## src/rtl/fsp_ram.sv

```systemverilog
// Generic single-write, single-read synchronous RAM with registered read data.
// No dependencies.
module fsp_ram #(
  parameter int WIDTH = 8,
  parameter int DEPTH = 4
) (
  input  logic                     clk_i,
  input  logic                     we_i,
  input  logic [$clog2(DEPTH)-1:0] waddr_i,
  input  logic [WIDTH-1:0]         wdata_i,
  input  logic                     re_i,
  input  logic [$clog2(DEPTH)-1:0] raddr_i,
  output logic [WIDTH-1:0]         rdata_o
);

  logic [WIDTH-1:0] mem [DEPTH];

  always_ff @(posedge clk_i) begin
    if (we_i) begin
      mem[waddr_i] <= wdata_i;
    end
    if (re_i) begin
      rdata_o <= mem[raddr_i];
    end
  end

endmodule

```

## config.mk

```make
export PLATFORM = sky130hd
export DESIGN_NAME = fsp_ram
export DESIGN_NICKNAME = d
export VERILOG_FILES = /design/src/rtl/fsp_ram.sv
export SDC_FILE = /design/constraint.sdc
export NUM_CORES = 1
export LEC_CHECK = 0
export BUFFER_PORTS_ARGS = -buffer_cell sky130_fd_sc_hd__buf_2
export CORE_MARGIN = 4
export CORE_UTILIZATION = 48
export CTS_BUF_LIST = sky130_fd_sc_hd__clkbuf_16
export CTS_CLUSTER_DIAMETER = 60
export DETAILED_ROUTE_END_ITERATION = 7
export PLACE_DENSITY = 0.84
export SYNTH_ARGS = -nofsm -noshare
export SYNTH_HDL_FRONTEND = slang
export SYNTH_SLANG_ARGS = --single-unit
export TNS_END_PERCENT = 10
```

## constraint.sdc

```tcl
create_clock -name clk_i -period 1.2 [get_ports clk_i]
set_input_delay 0.12 -clock clk_i [delete_from_list [all_inputs] [get_ports clk_i]]
set_output_delay 0.12 -clock clk_i [all_outputs]
set_load 0.005 [all_outputs]
```

After elaboration in Yosys (flattened, before gate mapping) --
Memory sizes are Yosys's and may differ from the RTL's. A register that Yosys moved wholly into a read port is not among the register bits. Cells that the tools add are included. W data, S select, Z words.
Word-level totals: memories 1, output and inout port bits 8, register bits after elaboration 0, logic and storage cells 3, bits in writable memories 32, bits of input ports 15
Operators by class: muxes and demuxes 2
Memories:
- mem | depth 4, bits a word 8, rd ports 1, clocked after memory_dff 1, write ports 1, RTL line 16 | logic [WIDTH-1:0] mem [DEPTH];
Operators with widths (number):
- $mux W1 | 2

Logic depth before layout (Yosys ltp) --
Gate-level depths: netlist (run 1).
word-level depth 2, depth in mapped cells 2, mapped depth without buffers 1

Least setup slack after synthesis (run 1) --
Ideal clock, no wire load.
path kind input port to flip-flop, from in waddr_i[0], to mem mem[0][0], enable pin, arrival time 0.799 ns, cell stages on the path 1, setup slack 0.016 ns, buffers on the path 0, library setup time 0.385 ns, path through nor3b_1
RTL lines:
- start, declared | RTL line 9 | input logic [$clog2(DEPTH)-1:0] waddr_i,
- end, declared | RTL line 16
Straight into the memory's write port.

Worst setup path in the final report (run 1) --
from mem mem[3][3], to reg rdata_o[3], read port of mem, data pin
RTL lines:
- end, declared | RTL line 13 | output logic [WIDTH-1:0] rdata_o
No word-level cell between the ends.

==> results of run 1 <==
==> registers in the layout, summed over array words and instances, names as in the netlist <==
register / cells
mem: 32
rdata_o: 8
==> worst min-delay path by stage <==
stage	start	end	slack, ns	depth (start not counted)
floorplan	wdata_i[0]	mem[0][0]	0.22	0
global placement	wdata_i[7]	mem[2][7]	0.33	1
detailed placement	wdata_i[0]	mem[2][0]	0.34	1
CTS	wdata_i[0]	mem[2][0]	0.05	1
global route	wdata_i[0]	mem[3][0]	0.06	1
finish	wdata_i[0]	mem[2][0]	0.06	1
==> logic make-up after synthesis <==
logic type	Yosys count	synth area share
flops	40	0.8406
mux	8	0.1261
simple gates	4	0.02190
buf+inv	2	0.01138
==> cells in the final DEF, fill, tap and decap left out, drive strengths merged <==
cell and n:
edfxtp 40, mux4 8, and3b 2, nor3b 1
buf 27, clkbuf 5, and3 1, clkinv 2
==> layer usage <==
layer,vias to the layer above,routed length (µm),part of all wire,global-route usage
met2,24,978,0.46,0.1811
met1,325,943,0.44,0.1663
li1,295,-,-,-
met4,0,53,0.025,0.07438
met5,-,0,0,0
met3,8,161,0.075,0.06295
==> final cells by class <==
type,instances,area [µm²],area share
multi-input cells,12,211.5,0.1195
clock buffers,5,125.1,0.07072
clock inverters,2,7.507,0.004243
flip-flops and latches,40,1201,0.6789
repair buffers,27,185.2,0.1047
well taps,31,38.79,0.02192
==> synth_stat cells <==
cell type / count / area [µm²]
and3b_1: 2 / 17.52
nor3b_1: 1 / 7.510
and3_1: 1 / 6.260
buf_6: 1 / 11.26
mux4_2: 8 / 180.2
clkbuf_2: 1 / 5.000
edfxtp_1: 40 / 1201
==> power by group <==
group | switching [µW] | internal (µW)
registers | 16.4 | 1630
logic | 74.8 | 91.6
clock network | 443 | 741
total | 534 | 2460
==> per-stage QoR <==
step	power [µW]	cell area, µm²	utilization
4_1_cts	3033	1769	0.6307
3_5_place_dp	1843	1637	0.5834
2_1_floorplan	1742	1429	-
6_report	2993	1769	0.6307
5_1_grt	3123	1769	0.6307
3_3_place_gp	1830	1637	0.5834
==> results.ini, run 1 <==
[floorplanning]
initial_core_util=0.5094
die_h_um=62.56
rows=19
io_pins=23
core-area_um2=2805
die_width_um=62.56
die_area_um2=3914

[critical_path]
critical_path_arrival_ns=1.10
worstPathCellList=mux4_2
critPathLaunch=mem[3][3]
setup.worst_path.end_class=register
slowest_stage=mux4_2
crit_required_ns=1.21
crit_family=multiplexers
reg2reg_depth=1
worstReg2RegStart=mem[3][3]
crit_cells=1
path_buf_inv=0
r2r_slack_ns=0.11
critPathMaxStageDelay_ns=0.48
path_class=register to register
critPathLaunchType=register
endpoint=rdata_o[3]
r2r-end=rdata_o[3]
cp_max_fo=1

[timing]
slew_headroom=0.8567
post-route-period-util=0.9076
maxSlewViolCount=0
setup_ws_ns=0.1109
finalHoldViolations=0
fin_tns_setup_ns=0
fmax_ghz=0.9182
post-route-min-period_ns=1.089
rsz0062_at_grt=no
final.setup_skew_ns=0.004994
setup_viol=0
holdWs_ns=0.05819
tightest_slew_ns=0.2149

[synth]
yosys_warnings=0
syn_nets=69
ys_seq_elements=40
synth_cell_types=7
syn_area_per_cell_um2=26.46
netlist_area_um2=1429
ys_seq_area_frac=0.8406
postSynthCellCount=54

[routing]
avgViaCountPerCell=5.573
first_pass_iters=4
routedWlPerCell_um=18.25
routed_wl_um=2135
dr_total_vias=652
drc_errors=0
drt-initial-drc-count=14
drtAntennaViolNets=0

[pwr]
power_density_nw_per_um2=1692
leakage_uw=0.0006323
ir_worst_vdd_mv=0.9055

[cts]
insertion_delay_ns=0.28
root_buffer=clkbuf_16
cts_resized=0
cts-hold-fix-buffers=0
cts_sinks=40
cts_max_path_buffers=2
clk_pin_slew_ns=0.05
cts_tree=built
post-cts-setup-buffers=0
cts_made_buffers=5
h-tree-depth=2

[placement]
pre_cts_slack_ns=0.05950
gp_congestion=0.6426
port_buffers=22
dpl.cell_count=110

[grt]
grt_max_degree=12
grt_overflow_total=0
grt_usage=0.1304
grt_pass1_vias=715
grt_pass1_wl_um=3622
antenna_found_initial=0

[hold_path]
hold_class=input port to register

[final_layout]
fin_nets=101
num-fill-cells=199
drive_gt1_frac=0.4651
final-instance-count-excl-fill=117
syn_to_final_growth_pct=23.82
diodes=0

[status]
outcome=completed

[flow_run]
cap_violations=0

Note: power is estimated with default switching activity, not from simulation.
==> run 2: changes to the inputs <==
--- a/config.mk
+++ b/config.mk
@@ -6,6 +6,7 @@
 export NUM_CORES = 1
 export LEC_CHECK = 0
 export BUFFER_PORTS_ARGS = -buffer_cell sky130_fd_sc_hd__buf_2
+export CAP_MARGIN = 10
 export CORE_MARGIN = 4
 export CORE_UTILIZATION = 48
 export CTS_BUF_LIST = sky130_fd_sc_hd__clkbuf_16
==> constraint.sdc (replaced) <==
create_clock -name clk_i -period 1.2 [get_ports clk_i]
set_input_delay 0.3 -clock clk_i [delete_from_list [all_inputs] [get_ports clk_i]]
set_output_delay 0.3 -clock clk_i [all_outputs]
set_load 0.005 [all_outputs]
==> results.ini, run 2 (synthesized netlist as in run 1, its figures left out) <==
[status]
outcome=completed

[grt]
grt_usage=0.1277
grtUsageMet3=0.07194
grt_max_degree=13
use_met2=0.1957
grt_pass1_wl_um=3463
antenna_found_initial=0
grt_overflow_total=0
met1_usage=0.1418
busiest_layer=met2
grt_pass1_vias=715

[critical_path]
path_buf_inv=0
cp_max_fo=1
r2r_slack_ns=0.1
critPathMaxStageDelay_ns=0.47
worstReg2RegStart=mem[2][5]
path_class=register to register
worstPathCellList=mux4_2
setup.worst_path.end_class=register
crit_required_ns=1.21
crit_family=multiplexers
r2r-end=rdata_o[5]
critical_path_arrival_ns=1.12
slowest_stage=mux4_2
critPathLaunchType=register
reg2reg_depth=1

[pwr]
power_density_nw_per_um2=1690
ir_worst_vdd_mv=1.140
leakage_uw=0.0006436

[floorplanning]
die_width_um=62.56
initial_core_util=0.5094
io_pins=23
die_area_um2=3914
rows=19
core-area_um2=2805
die_h_um=62.56

[final_layout]
fin_nets=101
fin_util=0.6392
drive_gt1_frac=0.4943
top_regs=mem: 32 flops, rdata_o: 8 flops
syn_to_final_growth_pct=25.48
largest_reg_flops=32
design_area_um2=1793
top_register=mem
layout_common_cells=40 x edfxtp_1, 22 x buf_2, 8 x mux4_2
layout_commonest_cell=edfxtp_1
diodes=0

[placement]
gp_congestion=0.6687
pre_cts_slack_ns=-0.1194
port_buffers=22
dpl_cell_area_um2=1654

[timing]
post-route-min-period_ns=1.104
final.setup_skew_ns=0.002685
maxSlewViolCount=0
fmax_ghz=0.9055
finalHoldViolations=0
slew_headroom=0.8644
rsz0062_at_grt=no
holdWs_ns=0.2395
tightest_slew_ns=0.2034
setup_ws_ns=0.09566
post-route-period-util=0.9203
setup_viol=0

[cts]
post-cts-setup-buffers=0
root_buffer=clkbuf_16
cts_tree=built
h-tree-depth=2
cts_resized=0
cts-hold-fix-buffers=0
cts_max_path_buffers=2
cts_made_buffers=5
cts_sinks=40
clk_pin_slew_ns=0.05
insertion_delay_ns=0.27

[hold_path]
holdPathEnd=mem[0][1]
whs_path_depth=1
hold_path_startpoint=wdata_i[1]
hold_class=input port to register

[flow_run]
cap_violations=0

[routing]
drt-initial-drc-count=27
drtAntennaViolNets=0
drc_errors=0
avgViaCountPerCell=5.508
routed_wl_um=2167
dr_total_vias=650
first_pass_iters=4
routedWlPerCell_um=18.36

[run 2: cell count changes in the layout (fill, tap and decap cells not counted), sizes merged]
cell / delta
clkinv: +1
[run 2: layout make-up]
| type | instances | area (µm²) |
|---|---|---|
| Fill cell | 182 | 1012 |
| Clock buffer | 5 | 125.1 |
| Multi-Input combinational cell | 12 | 216.5 |
| Timing Repair Buffer | 27 | 197.7 |
| Clock inverter | 3 | 13.76 |
| Sequential cell | 40 | 1201 |
| Tap cell | 31 | 38.79 |
[run 2: per-stage QoR]
step	power, µW	instances	TNS (ns)
after floorplan	1742	54	0
after global placement	1835	110	-0.7732
after detailed placement	1847	110	-0.8656
after CTS	3065	118	0
after global routing	3167	118	0
final	3030	118	0
[run 2: layer usage]
layer | part of all wire | wire length [µm]
met3 | 0.077 | 166
met2 | 0.52 | 1117
met1 | 0.39 | 836
met5 | 0 | 0
met4 | 0.021 | 46
[run 2: report_power, final]
| group | internal [µW] | switching (µW) | leakage [µW] |
|---|---|---|---|
| logic | 95.4 | 74.9 | 0.000200 |
| registers | 1630 | 17.3 | 0.000372 |
| clock network | 753 | 464 | 0.0000710 |
| total | 2470 | 556 | 0.000644 |
[run 2: worst max path at each step]
stage	start	end	slack, ns	cells after the start
floorplan	raddr_i[0]	rdata_o[0]	0.02	2
global placement	raddr_i[0]	rdata_o[1]	-0.1	3
detailed placement	raddr_i[0]	rdata_o[0]	-0.12	3
CTS	mem[2][5]	rdata_o[5]	0.09	1
global route	rdata_o[5]	rdata_o[5]	0.08	1
finish	mem[2][5]	rdata_o[5]	0.1	1
